## config.mk

```make
export PLATFORM = sky130hd
export DESIGN_NAME = smbus_host_register_block_unit
export DESIGN_NICKNAME = d
export VERILOG_FILES = /design/src/rtl/core/shrb_pkg.sv /design/src/rtl/core/smbus_host_register_block_unit.sv
export SDC_FILE = /design/constraint.sdc
export NUM_CORES = 1
export LEC_CHECK = 0
export BUFFER_PORTS_ARGS = -buffer_cell sky130_fd_sc_hd__buf_2
export CORE_ASPECT_RATIO = 2
export CORE_MARGIN = 4
export CORE_UTILIZATION = 30
export CTS_CLUSTER_DIAMETER = 60
export DETAILED_ROUTE_END_ITERATION = 7
export PLACE_DENSITY = 0.44
export SKIP_LAST_GASP = 1
export SYNTH_ARGS = -nofsm -noshare
export SYNTH_HDL_FRONTEND = slang
export SYNTH_SLANG_ARGS = --single-unit
```

## constraint.sdc

```tcl
create_clock -name clk -period 8.2 [get_ports clk]
set_input_delay 0.82 -clock clk [delete_from_list [all_inputs] [get_ports clk]]
set_output_delay 0.82 -clock clk [all_outputs]
set_load 0.03 [all_outputs]
```

## src/rtl/core/shrb_pkg.sv

```systemverilog
package shrb_pkg;

	localparam int FIFO_DEPTH_DEF = 32;
	localparam int PORT_COUNT_DEF = 4;
	localparam int CFG_IDX_W      = 2;

	typedef enum logic [2:0] {
		ACT_HOST_RD  = 3'd0,
		ACT_HOST_WR  = 3'd1,
		ACT_PM_RD    = 3'd2,
		ACT_PM_WR    = 3'd3,
		ACT_BUS_BYTE = 3'd4,
		ACT_BUS_DONE = 3'd5,
		ACT_BUS_FET  = 3'd6
	} action_t;

	// host register offsets
	localparam logic [7:0] OFF_STATUS = 8'd0;
	localparam logic [7:0] OFF_CTRL   = 8'd2;
	localparam logic [7:0] OFF_CMD    = 8'd3;
	localparam logic [7:0] OFF_ADDR   = 8'd4;
	localparam logic [7:0] OFF_DAT0   = 8'd5;
	localparam logic [7:0] OFF_DAT1   = 8'd6;
	localparam logic [7:0] OFF_BLK    = 8'd7;

	// pm indexes
	localparam logic [7:0] PM_IDX_ENABLE = 8'd0;
	localparam logic [7:0] PM_IDX_BASE   = 8'd1;
	localparam logic [7:0] PM_IDX_PSEL   = 8'd2;

	// configuration register indexes
	localparam logic [CFG_IDX_W-1:0] CFG_PM_ENABLE = 2'd0;
	localparam logic [CFG_IDX_W-1:0] CFG_PM_BASE   = 2'd1;
	localparam logic [7:0] PM_ENABLE_RST = 8'h10;
	localparam logic [7:0] PM_BASE_RST   = 8'h0B;

	// status bits
	localparam logic [4:0] ST_BUSY   = 5'h01;
	localparam logic [4:0] ST_DONE   = 5'h02;
	localparam logic [4:0] ST_DEVERR = 5'h04;
	localparam logic [4:0] ST_COLL   = 5'h08;
	localparam logic [4:0] ST_FAIL   = 5'h10;
	localparam logic [4:0] ST_W1C    = 5'h1E;

	// control register fields
	localparam logic [7:0] CNT_START = 8'h40;
	localparam int         CNT_SIZE_LSB = 2;

	// protocol sizes
	localparam logic [2:0] SZ_BYTE      = 3'd1;
	localparam logic [2:0] SZ_BYTE_DATA = 3'd2;
	localparam logic [2:0] SZ_WORD      = 3'd3;
	localparam logic [2:0] SZ_BLOCK     = 3'd5;

	// completion codes
	localparam logic [7:0] DONE_OK     = 8'd0;
	localparam logic [7:0] DONE_DEVERR = 8'd1;
	localparam logic [7:0] DONE_COLL   = 8'd2;

	// port select field in the pm byte
	localparam int PSEL_LSB = 3;

endpackage

```

## src/rtl/core/smbus_host_register_block_unit.sv

```systemverilog
// SMBus host register front end: takes one request per cycle unless stalled (host register
// and PM index accesses, bus byte/fetch/done events) and returns one result for each from
// the output register, in order. All register state updates at acceptance; the block-data
// FIFO is a single synchronous memory with one write and one read port, read data lands in
// the first stage and is merged into the output register, so back-to-back FIFO accesses
// run at full rate. A result waiting on a stalled output holds back the next request only
// while the first stage is full. The FIFO needs no clearing pass after reset.
module smbus_host_register_block_unit #(
	parameter int FIFO_DEPTH = shrb_pkg::FIFO_DEPTH_DEF,
	parameter int PORT_COUNT = shrb_pkg::PORT_COUNT_DEF
) (
	input  logic                          clk,
	input  logic                          arst_n,
	input  logic                          cfg_valid,
	output logic                          cfg_ready,
	input  logic [shrb_pkg::CFG_IDX_W-1:0] cfg_index,
	input  logic [7:0]                    cfg_data,
	input  logic                          in_valid,
	output logic                          in_stall,
	input  logic [2:0]                    action,
	input  logic [7:0]                    offset,
	input  logic [7:0]                    wdata,
	output logic                          out_valid,
	input  logic                          out_stall,
	output logic [7:0]                    rdata,
	output logic                          launch,
	output logic [1:0]                    launch_port,
	output logic [7:0]                    launch_addr,
	output logic [7:0]                    launch_cmd,
	output logic [2:0]                    launch_proto,
	output logic [7:0]                    launch_dat0,
	output logic [7:0]                    launch_dat1
);

	localparam int AW = (FIFO_DEPTH > 1) ? $clog2(FIFO_DEPTH) : 1;
	localparam int IW = $clog2(FIFO_DEPTH + 1);
	localparam int CW = $clog2(FIFO_DEPTH + 2);
	localparam logic [IW-1:0] IDX_END = IW'(FIFO_DEPTH);
	localparam logic [CW-1:0] RX_LIM  = CW'(FIFO_DEPTH + 1);
	localparam logic [CW-1:0] RX_DEP  = CW'(FIFO_DEPTH);
	localparam logic [2:0]    PC      = 3'(PORT_COUNT);
	localparam logic [1:0]    PORT_LAST = 2'(PORT_COUNT - 1);

	// architectural registers
	logic [7:0]    pm_en_q, pm_base_q, psel_q;
	logic [4:0]    status_q;
	logic [2:0]    size_q;
	logic [7:0]    addr_q, cmd_q, dat0_q, dat1_q;
	logic [IW-1:0] fidx_q;
	logic [CW-1:0] rx_q;

	logic [7:0]    fifo_mem [FIFO_DEPTH];
	logic [7:0]    mem_rd_q;

	// next values
	logic [4:0]    status_n;
	logic [2:0]    size_n;
	logic [7:0]    addr_n, cmd_n, dat0_n, dat1_n, psel_n;
	logic [IW-1:0] fidx_n;
	logic [CW-1:0] rx_n, rx_m1;
	logic          mem_we, mem_re;
	logic [AW-1:0] mem_waddr, mem_raddr;
	logic [7:0]    rdata_c;
	logic          use_mem_c;
	logic          launch_c;
	logic [1:0]    port_c;
	logic [4:0]    done_set;

	// stage 1
	logic          v_s1;
	logic [7:0]    rdata_s1;
	logic          use_mem_s1;
	logic          launch_s1;
	logic [1:0]    port_s1;
	logic [7:0]    addr_s1, cmd_s1, dat0_s1, dat1_s1;
	logic [2:0]    proto_s1;

	logic          acc, adv;

	assign cfg_ready = 1'b1;
	assign adv       = !out_valid || !out_stall;
	assign in_stall  = v_s1 && !adv;
	assign acc       = in_valid && !in_stall;
	assign rx_m1     = rx_q - CW'(1);

	always_ff @(posedge clk or negedge arst_n) begin
		if (!arst_n) begin
			pm_en_q   <= shrb_pkg::PM_ENABLE_RST;
			pm_base_q <= shrb_pkg::PM_BASE_RST;
		end else if (cfg_valid && cfg_ready) begin
			if (cfg_index == shrb_pkg::CFG_PM_ENABLE) begin
				pm_en_q <= cfg_data;
			end
			if (cfg_index == shrb_pkg::CFG_PM_BASE) begin
				pm_base_q <= cfg_data;
			end
		end
	end

	always_comb begin
		status_n  = status_q;
		size_n    = size_q;
		addr_n    = addr_q;
		cmd_n     = cmd_q;
		dat0_n    = dat0_q;
		dat1_n    = dat1_q;
		psel_n    = psel_q;
		fidx_n    = fidx_q;
		rx_n      = rx_q;
		mem_we    = 1'b0;
		mem_re    = 1'b0;
		mem_waddr = fidx_q[AW-1:0];
		mem_raddr = fidx_q[AW-1:0];
		rdata_c   = 8'd0;
		use_mem_c = 1'b0;
		launch_c  = 1'b0;
		done_set  = shrb_pkg::ST_FAIL;
		port_c    = psel_q[shrb_pkg::PSEL_LSB +: 2];
		if ({1'b0, port_c} >= PC) begin
			port_c = PORT_LAST;
		end
		case (shrb_pkg::action_t'(action))
			shrb_pkg::ACT_HOST_RD: begin
				case (offset)
					shrb_pkg::OFF_STATUS: rdata_c = {3'd0, status_q};
					shrb_pkg::OFF_CTRL: begin
						rdata_c = {3'd0, size_q, 2'd0};
						fidx_n  = '0;
					end
					shrb_pkg::OFF_CMD:  rdata_c = cmd_q;
					shrb_pkg::OFF_ADDR: rdata_c = addr_q;
					shrb_pkg::OFF_DAT0: rdata_c = dat0_q;
					shrb_pkg::OFF_DAT1: rdata_c = dat1_q;
					shrb_pkg::OFF_BLK: begin
						if (fidx_q < IDX_END) begin
							mem_re    = 1'b1;
							use_mem_c = 1'b1;
							fidx_n    = fidx_q + IW'(1);
						end
					end
					default: rdata_c = 8'd0;
				endcase
			end
			shrb_pkg::ACT_HOST_WR: begin
				case (offset)
					shrb_pkg::OFF_STATUS: status_n = status_q & ~(wdata[4:0] & shrb_pkg::ST_W1C);
					shrb_pkg::OFF_CTRL: begin
						if ((status_q & shrb_pkg::ST_BUSY) == 5'd0) begin
							size_n = wdata[shrb_pkg::CNT_SIZE_LSB +: 3];
							if ((wdata & shrb_pkg::CNT_START) != 8'd0) begin
								status_n = status_q | shrb_pkg::ST_BUSY;
								rx_n     = '0;
								launch_c = 1'b1;
							end
						end
					end
					shrb_pkg::OFF_CMD:  cmd_n  = wdata;
					shrb_pkg::OFF_ADDR: addr_n = wdata;
					shrb_pkg::OFF_DAT0: dat0_n = wdata;
					shrb_pkg::OFF_DAT1: dat1_n = wdata;
					shrb_pkg::OFF_BLK: begin
						if (fidx_q < IDX_END) begin
							mem_we = 1'b1;
							fidx_n = fidx_q + IW'(1);
						end
					end
					default: rdata_c = 8'd0;
				endcase
			end
			shrb_pkg::ACT_PM_RD: begin
				if (offset == shrb_pkg::PM_IDX_ENABLE) begin
					rdata_c = pm_en_q;
				end else if (offset == shrb_pkg::PM_IDX_BASE) begin
					rdata_c = pm_base_q;
				end else if (offset == shrb_pkg::PM_IDX_PSEL) begin
					rdata_c = psel_q;
				end
			end
			shrb_pkg::ACT_PM_WR: begin
				if (offset == shrb_pkg::PM_IDX_PSEL) begin
					psel_n = wdata;
				end
			end
			shrb_pkg::ACT_BUS_BYTE: begin
				// only while busy on a read transfer
				if (status_q[0] && addr_q[0]) begin
					mem_waddr = rx_m1[AW-1:0];
					case (size_q)
						shrb_pkg::SZ_BYTE, shrb_pkg::SZ_BYTE_DATA: begin
							if (rx_q == '0) dat0_n = wdata;
						end
						shrb_pkg::SZ_WORD: begin
							if (rx_q == '0) dat0_n = wdata;
							else if (rx_q == CW'(1)) dat1_n = wdata;
						end
						shrb_pkg::SZ_BLOCK: begin
							if (rx_q == '0) dat0_n = wdata;
							else if (rx_m1 < RX_DEP) mem_we = 1'b1;
						end
						default: mem_we = 1'b0;
					endcase
					if (rx_q < RX_LIM) rx_n = rx_q + CW'(1);
				end
			end
			shrb_pkg::ACT_BUS_DONE: begin
				if (status_q[0]) begin
					if (wdata == shrb_pkg::DONE_OK) done_set = shrb_pkg::ST_DONE;
					else if (wdata == shrb_pkg::DONE_DEVERR) done_set = shrb_pkg::ST_DEVERR;
					else if (wdata == shrb_pkg::DONE_COLL) done_set = shrb_pkg::ST_COLL;
					status_n = (status_q & ~shrb_pkg::ST_BUSY) | done_set;
				end
			end
			shrb_pkg::ACT_BUS_FET: begin
				// only while busy on a write transfer
				if (status_q[0] && !addr_q[0]) begin
					mem_raddr = rx_m1[AW-1:0];
					case (size_q)
						shrb_pkg::SZ_BYTE_DATA: begin
							if (rx_q == '0) rdata_c = dat0_q;
						end
						shrb_pkg::SZ_WORD: begin
							if (rx_q == '0) rdata_c = dat0_q;
							else if (rx_q == CW'(1)) rdata_c = dat1_q;
						end
						shrb_pkg::SZ_BLOCK: begin
							if (rx_q == '0) begin
								rdata_c = dat0_q;
							end else if (rx_m1 < RX_DEP) begin
								mem_re    = 1'b1;
								use_mem_c = 1'b1;
							end
						end
						default: rdata_c = 8'd0;
					endcase
					if (rx_q < RX_LIM) rx_n = rx_q + CW'(1);
				end
			end
			default: rdata_c = 8'd0;
		endcase
	end

	always_ff @(posedge clk or negedge arst_n) begin
		if (!arst_n) begin
			status_q <= '0;
			size_q   <= '0;
			addr_q   <= '0;
			cmd_q    <= '0;
			dat0_q   <= '0;
			dat1_q   <= '0;
			psel_q   <= '0;
			fidx_q   <= '0;
			rx_q     <= '0;
		end else if (acc) begin
			status_q <= status_n;
			size_q   <= size_n;
			addr_q   <= addr_n;
			cmd_q    <= cmd_n;
			dat0_q   <= dat0_n;
			dat1_q   <= dat1_n;
			psel_q   <= psel_n;
			fidx_q   <= fidx_n;
			rx_q     <= rx_n;
		end
	end

	// block fifo memory, one write and one registered read per cycle
	always_ff @(posedge clk) begin
		if (acc && mem_we) begin
			fifo_mem[mem_waddr] <= wdata;
		end
	end

	always_ff @(posedge clk) begin
		if (acc && mem_re) begin
			mem_rd_q <= fifo_mem[mem_raddr];
		end
	end

	always_ff @(posedge clk or negedge arst_n) begin
		if (!arst_n) begin
			v_s1 <= 1'b0;
		end else if (acc) begin
			v_s1 <= 1'b1;
		end else if (adv) begin
			v_s1 <= 1'b0;
		end
	end

	always_ff @(posedge clk) begin
		if (acc) begin
			rdata_s1   <= rdata_c;
			use_mem_s1 <= use_mem_c;
			launch_s1  <= launch_c;
			port_s1    <= launch_c ? port_c : 2'd0;
			addr_s1    <= launch_c ? addr_q : 8'd0;
			cmd_s1     <= launch_c ? cmd_q : 8'd0;
			proto_s1   <= launch_c ? size_n : 3'd0;
			dat0_s1    <= launch_c ? dat0_q : 8'd0;
			dat1_s1    <= launch_c ? dat1_q : 8'd0;
		end
	end

	always_ff @(posedge clk or negedge arst_n) begin
		if (!arst_n) begin
			out_valid <= 1'b0;
		end else if (adv) begin
			out_valid <= v_s1;
		end
	end

	always_ff @(posedge clk) begin
		if (adv && v_s1) begin
			rdata        <= use_mem_s1 ? mem_rd_q : rdata_s1;
			launch       <= launch_s1;
			launch_port  <= port_s1;
			launch_addr  <= addr_s1;
			launch_cmd   <= cmd_s1;
			launch_proto <= proto_s1;
			launch_dat0  <= dat0_s1;
			launch_dat1  <= dat1_s1;
		end
	end

`ifndef SYNTHESIS
	a_port_in_range: assert property (@(posedge clk) disable iff (!arst_n)
		out_valid && launch |-> {1'b0, launch_port} < PC)
		else $error("launch port beyond the mux");

	a_fidx_bound: assert property (@(posedge clk) disable iff (!arst_n)
		fidx_q <= IDX_END)
		else $error("fifo index past the end");

	a_rx_bound: assert property (@(posedge clk) disable iff (!arst_n)
		rx_q <= RX_LIM)
		else $error("transfer counter past its limit");

	a_start_busy: assert property (@(posedge clk) disable iff (!arst_n)
		acc && launch_c |=> status_q[0] && v_s1 && launch_s1)
		else $error("start request did not set busy");
`endif

endmodule

```

==> qor.csv, run 1 <==
stage,metric,value,unit
sta,clock skew,0.0224,ns
critical_path,FF-to-FF End,mem_rd_q[2]$_DFFE_PP_,
clock_network,clock buffer depth,3,
critical_path,Reg2Reg Setup Slack,4.09,ns
sta,Hold Fails Final Rpt,0,
sta,setup tns final,0,ns
route,DRC viols,0,
grt,GR Layer Usage met3,2.18,%
route,Vias per Instance,5.09,
finish,Util after Layout,34.5,%
sta,Worst slew margin,9.38,%
logic_synthesis,#FFs+latches synth,435,
clock_network,clock slew at reported path FFs,0.07,ns
clock_network,TritonCTS clock tree,yes,
logic_synthesis,Mapped Nets,1250,
pwr,switching share of power,22.5,%
pwr,Clk pwr share,40.1,%
pwr,peak supply drop,142,uV
critical_path,Crit. Startpoint,rx_q[0]$_DFFE_PN0P_,
placement,Inst Count DP,2020,
critical_path,Crit Path Max Fanout,55,
clock_network,cts bufs inserted,38,
die,Core ar.,59300,um2
logic_synthesis,Post-Synthesis Cells,1212,
clock_network,clk sinks,435,
grt,met2 usage,34.5,%
die,Initial Utilization,30.4,%
clock_network,H-tree Lvls,2,
critical_path,FF-to-FF Start,rx_q[0]$_DFFE_PN0P_,
finish,Non-Filler Instances,2088,
sta,Min Hold Slack,0.113,ns
clock_network,clk_lat worst skew,0.57,ns
die,io pins,83,
run,max_cap viols,0,
sta,period utilization,50.2,%
sta,fin. max-slew vios,0,
critical_path,Setup crit end kind,register,
grt,largest net degree at the start of global routing,61,
logic_synthesis,Synth cell types,73,
die,site row count,126,
clock_network,CTS root buffer,clkbuf_16,
finish,Area Growth Syn to Fin,13.5,%
critical_path,crit path cell chain,"inv_1, ha_1, or3_1, nand2_4, buf_4, mux2i_1, o22ai_1, nor4_1, a31oi_1",
pwr,Total Power,4.52,mW
logic_synthesis,async set or reset register ratio after synthesis,17.9,%
clock_network,Post-CTS Setup Bufs,0,
critical_path,Top Family by Delay on Critical Path,simple AND/OR/NAND/NOR gates,
logic_synthesis,number of synthesized flops with an enable pin,357,
critical_path,CP bufs+invs,2,
grt,total track usage,17.2,%
placement,IO Port Bufs,81,
outcome,outcome,finished clean,
die,Die Height,355,um
placement,placed wire-length estimate,38800,um
logic_synthesis,Post-Syn Area,18000,um2
route,initial DRC count,479,
critical_path,Worst EP required,8.49,ns
grt,grt ovf,0,
pwr,leak pwr,6.92,nW
sta,# setup viols final,0,
grt,GRT busiest layer,met2,
critical_path,Worst path slowest cell,nand2_4,
placement,gpl congestion,0.877,
grt,global-route wire length before repair,81100,um
die,die area,64300,um2
critical_path,R2R cell count,9,
critical_path,Critical Path AT,4.40,ns
finish,Largest Register,fifo_mem,
pwr,Reg power frac,54.8,%
pwr,Pwr Density,221,nW/um2
route,drt wl/cell,26.8,um
grt,number of global-route vias before repair,11252,
critical_path,CP peak stage delay,0.69,ns
critical_path,Worst setup SP type,register,
sta,Tmin final,4.11,ns
route,Post-DRT Antenna Nets,0,
finish,max reg flops,256,
grt,met1 Use GR,16.5,%
critical_path,WS Path Type,register to register,
hold_path,hold crit path type,primary input to async pin,
route,DR pass1 iterations,7,
sta,worst-margin pin slew,1.35,ns
sta,Max Freq,243,MHz
clock_network,number of gates resized after cts,0,
logic_synthesis,register area share after synthesis,70.3,%
finish,fraction of layout cells with a size suffix above 1,19.1,%
pwr,internal power,3.50,mW
pwr,combinational group share of total power,5.2,%
finish,fill cell count,5815,
pwr,Net Switching,1.02,mW
finish,ANT cells,0,
route,via count,10637,
sta,unrepaired setup endpoints after global routing,false,
route,Routed WL,55900,um
logic_synthesis,ys flop type,edfxtp_1,
finish,final net count,1330,
clock_network,CTS Hold Bufs,0,
logic_synthesis,Synth Area per Inst,14.9,um2
die,DIE WIDTH,181,um
grt,initial antenna violation count,0,
logic_synthesis,synth warn,0,
## power by group through the flow
stage          Combinational [mW]  Sequential (mW)  Clock [mW]
6_report                    0.233             2.48        1.81
4_1_cts                     0.239             2.48        1.86
2_1_floorplan              0.0922             2.55           0
3_3_place_gp                0.236             2.52           0
5_1_grt                     0.254             2.48        1.94
3_5_place_dp                0.238             2.52           0
## cells by family after synthesis
kind of cell	count (synthesis)	share of synthesized area (%)
compound gates	204	8.21
xor+xnor	8	0.388
fa+ha+maj	4	0.278
buf+inv	72	2.03
flops	435	70.3
mux	148	8.86
other cells	1	0.0208
simple gates	340	9.91
## cell usage after synthesis, drive strengths merged, types with 11 or more instances
cell	count	area [um2]
a21oi	38	190
o22ai	25	156
nor4	24	216
dfrtp	74	1850
edfxtp	357	10700
nand3	13	65.1
nand2b	13	81.3
a311oi	15	131
a31oi	12	75.1
and3	24	150
and2	38	240
o21ai	20	108
buf	46	269
nor2	67	262
clkbuf	16	60.1
a222oi	11	110
mux2i	79	791
mux2	69	807
a211oi	16	125
nor3	20	138
nand2	115	447
## placed cells by master, fill, tap and decap left out, drive strengths merged, types with 6 or more instances in the layout
master,instances
a222oi,11
clkbuf,55
a31oi,12
clkinv,8
and3,24
dfrtp,74
nand2,115
nor2,67
edfxtp,357
o221ai,8
inv,12
o22a,6
or3,8
a311oi,15
mux2,69
nor4,24
mux2i,79
and2,38
o21ai,20
o2bb2ai,10
nand3,13
o22ai,25
a211oi,16
nor3,20
a22oi,10
a221oi,8
a21oi,38
nand2b,13
buf,102
## worst max-delay path by stage
stage	to	cells after the start
floorplan	launch$_DFFE_PP_	1
global placement	fifo_mem[6][2]$_DFFE_PP_	8
detailed placement	fifo_mem[6][1]$_DFFE_PP_	8
CTS	mem_rd_q[2]$_DFFE_PP_	9
global route	mem_rd_q[2]$_DFFE_PP_	9
finish	mem_rd_q[2]$_DFFE_PP_	9
## per-stage QoR
| step | worst slack [ns] | instance area, um2 |
|---|---|---|
| 2_1_floorplan | 3.51 | 18000 |
| 3_3_place_gp | 3.66 | 19300 |
| 3_5_place_dp | 3.65 | 19300 |
| 4_1_cts | 4.05 | 20500 |
| 5_1_grt | 3.80 | 20500 |
| 6_report | 4.09 | 20500 |
## per-layer routing
metal  vias to the layer above  share of wire [%]
li1                       4842                  -
met1                      5426                 33
met2                       258                 58
met3                       111                3.3
met4                         0                6.1
met5                         -                  0
## area by class of cell
cell class                 count  area [um2]  area share (%)
tap                          768         961            4.69
multi-input combinational    705        5010            24.5
clock inverter                13         130           0.636
clock buffer                  55        1090            5.31
timing repair buffer         102         566            2.76
inverter                      10        37.5           0.183
sequential                   435       12700            61.9
(Power assumes the default switching activity.)
==> inputs of run 2 (changes only) <==
--- a/config.mk
+++ b/config.mk
@@ -5,13 +5,14 @@
 export SDC_FILE = /design/constraint.sdc
 export NUM_CORES = 1
 export LEC_CHECK = 0
+export ABC_AREA = 1
 export BUFFER_PORTS_ARGS = -buffer_cell sky130_fd_sc_hd__buf_2
 export CORE_ASPECT_RATIO = 2
 export CORE_MARGIN = 4
 export CORE_UTILIZATION = 30
 export CTS_CLUSTER_DIAMETER = 60
 export DETAILED_ROUTE_END_ITERATION = 7
-export PLACE_DENSITY = 0.44
+export PLACE_DENSITY = 0.45
 export SKIP_LAST_GASP = 1
 export SYNTH_ARGS = -nofsm -noshare
 export SYNTH_HDL_FRONTEND = slang
==> constraint.sdc (replaced) <==
create_clock -name clk -period 3.6 [get_ports clk]
set_input_delay 0.36 -clock clk [delete_from_list [all_inputs] [get_ports clk]]
set_output_delay 0.36 -clock clk [all_outputs]
set_load 0.03 [all_outputs]
==> run 2 against run 1 <==
Net effect: cell area is 9.2% higher; first-iteration DRC count rose by 63%; setup slack got worse by 3.6 ns; via count up 27%; routed wire length up 13%; utilization is 0.54 points higher; critical path type unchanged; critical endpoint unchanged; largest power group unchanged.
==> qor.csv, run 2 <==
stage,metric,value,unit
outcome,outcome,finished clean,
finish,ANT cells,0,
die,die area,68700,um2
logic_synthesis,most common cell in the netlist,nand2_1,
grt,number of global-route vias before repair,14091,
logic_synthesis,Yosys top cell by area,edfxtp_1,
clock_network,number of gates resized after cts,0,
finish,most frequent cells in the layout,"370 x nand2_1, 357 x edfxtp_1, 337 x inv_1",
clock_network,clk sinks,435,
sta,Final Worst Setup Slack,0.504,ns
pwr,Total Power,12.5,mW
finish,design area,22400,um2
critical_path,R2R cell count,13,
sta,setup tns final,0,ns
finish,fraction of layout cells with a size suffix above 1,12.4,%
finish,final net count,2052,
logic_synthesis,Synth Area per Inst,10.2,um2
critical_path,Crit Path Max Fanout,33,
placement,placed wire-length estimate,46100,um
critical_path,Worst setup SP type,register,
placement,pre-CTS WS,0.414,ns
critical_path,Setup crit end kind,register,
sta,clock skew,0.0263,ns
clock_network,clock buffer depth,3,
route,Post-DRT Antenna Nets,0,
logic_synthesis,most instantiated cells after synthesis,"372 x nand2_1, 357 x edfxtp_1, 338 x inv_1",
sta,Tmin final,3.10,ns
critical_path,Reg2Reg Setup Slack,0.50,ns
grt,total track usage,18.0,%
pwr,leak pwr,9.33,nW
placement,post-place instance area,21000,um2
route,DR pass1 iterations,5,
sta,fin. max-slew vios,0,
logic_synthesis,Synth top area share,55.6,%
pwr,peak supply drop,351,uV
critical_path,WS Path Type,register to register,
die,Core ar.,63800,um2
pwr,internal power,8.77,mW
clock_network,H-tree Lvls,2,
pwr,Pwr Density,559,nW/um2
clock_network,clk_lat worst skew,0.57,ns
pwr,Clk pwr share,35.5,%
finish,"leading cell type in the layout, fill and taps excluded",nand2_1,
clock_network,cts bufs inserted,40,
clock_network,Post-CTS Setup Bufs,0,
logic_synthesis,multiplexer area fraction after synthesis,0.467,%
finish,Non-Filler Instances,2843,
run,max_cap viols,0,
logic_synthesis,synth warn,0,
clock_network,CTS root buffer,clkbuf_16,
clock_network,TritonCTS clock tree,yes,
placement,gpl congestion,0.929,
clock_network,CTS Hold Bufs,2,
grt,largest net degree at the start of global routing,81,
sta,Hold Fails Final Rpt,0,
pwr,Net Switching,3.72,mW
placement,Inst Count DP,2768,
logic_synthesis,Mapped Nets,1925,
sta,Max Freq,323,MHz
die,site row count,131,
hold_path,hold crit path type,primary input to register,
grt,grt ovf,0,
pwr,switching share of power,29.8,%
sta,Worst slew margin,22.0,%
pwr,combinational group share of total power,18.1,%
die,DIE WIDTH,187,um
sta,# setup viols final,0,
placement,IO Port Bufs,81,
grt,global-route wire length before repair,91500,um
logic_synthesis,Post-Synth Simple-Gate Area,19.6,%
hold_path,hold path depth,3,
logic_synthesis,Post-Synthesis Cells,1887,
sta,Min Hold Slack,0.0450,ns
logic_synthesis,number of synthesized flops with an enable pin,357,
logic_synthesis,XOR/XNOR Fraction of Synth Area,0.363,%
logic_synthesis,largest family of logic cells by synthesized area,simple AND/OR/NAND/NOR gates,
grt,initial antenna violation count,0,
logic_synthesis,compound-gate portion of the synthesized area,4.99,%
pwr,Reg power frac,46.4,%
finish,Largest Register,fifo_mem,
die,Die Height,367,um
route,Vias per Instance,4.77,
finish,Area Growth Syn to Fin,15.9,%
critical_path,Critical Path AT,3.42,ns
logic_synthesis,synth top area cells,"edfxtp_1 56%, dfrtp_1 9.6%, nand3_1 8.0%",
clock_network,clock slew at reported path FFs,0.07,ns
route,DRC viols,0,
sta,period utilization,86.0,%
route,via count,13561,
logic_synthesis,Post-Synth Adder-Cell Area,0.259,%
die,Initial Utilization,30.3,%
route,Routed WL,63000,um
logic_synthesis,async set or reset register ratio after synthesis,17.9,%
logic_synthesis,Post-Syn Area,19300,um2
sta,unrepaired setup endpoints after global routing,false,
logic_synthesis,ys flop type,edfxtp_1,
sta,worst-margin pin slew,1.17,ns
die,io pins,83,
logic_synthesis,Synth cell types,44,
finish,Util after Layout,35.1,%
route,drt wl/cell,22.1,um
logic_synthesis,#FFs+latches synth,435,
finish,max reg flops,256,
logic_synthesis,register area share after synthesis,65.7,%
critical_path,Worst EP required,3.92,ns
route,initial DRC count,779,
==> run 2: cell types whose count changed in the layout (fill, tap and decap cells not counted), moves of 52 or more <==
cell,previous run,this run
mux2_2,61,8
inv_1,9,337
buf_4,22,74
mux2i_1,79,0
o21ai_0,17,95
nand2_1,113,370
nand3_1,13,309
==> run 2: layout make-up <==
class	instances	area (um2)
Fill cell	6338	41400
Sequential cell	435	12700
Multi-Input combinational cell	1035	4990
Inverter	342	1280
Clock buffer	49	1110
Timing Repair Buffer	160	1060
Tap cell	798	998
Clock inverter	24	248
==> run 2: kinds of logic after synthesis <==
kind of cell | after synthesis
buffers and inverters | 417
XOR/XNOR | 8
adder cells (fa/ha/maj) | 4
other | 1
flip-flops | 435
multiplexers | 8
AND/OR/NAND/NOR | 847
AO/OA/AOI/OAI | 167
==> run 2: power by group through the flow <==
stage / Combinational [mW] / Sequential (mW) / Clock [mW]
floorplan: 1.28 / 5.97 / 0
global placement: 2.30 / 5.90 / 0
detailed placement: 2.31 / 5.90 / 0
CTS: 2.31 / 5.79 / 4.55
global route: 2.46 / 5.81 / 4.73
finish: 2.27 / 5.79 / 4.44
==> run 2: path summary, 6_finish.rpt <==
check / end / start
max: mem_rd_q[2]$_DFFE_PP_ / addr_q[0]$_DFFE_PN0P_
min in group asynchronous: addr_q[7]$_DFFE_PN0P_ / arst_n
max in group asynchronous: rx_q[2]$_DFFE_PN0P_ / arst_n
max reg2reg: mem_rd_q[2]$_DFFE_PP_ / addr_q[0]$_DFFE_PN0P_
min: pm_base_q[1]$_DFFE_PN1P_ / cfg_data[1]
min reg2reg: launch_dat1[0]$_DFFE_PP_ / dat1_s1[0]$_SDFFCE_PN0P_
==> run 2: worst max-delay path, cell delays in order, from the launching register on <==
cell and delay, ns:
dfrtp_1 0.42, inv_1 0.23, nand2_2 0.21, nor2_8 0.37, nand2_2 0.22, nand2_2 0.41
buf_12 0.26, nand2_1 0.08, nand3_1 0.09, nand3_1 0.18, nand3_1 0.18, nand2_1 0.07
nand2_1 0.06, nand2_1 0.05
==> run 2: per-layer routing <==
layer	share of wire (%)	GRT usage, %	vias to the layer above
li1	-	-	6520
met1	32	16.5	6567
met2	58	37.0	330
met3	2.8	1.70	144
met4	6.8	10.9	0
met5	0	0	-
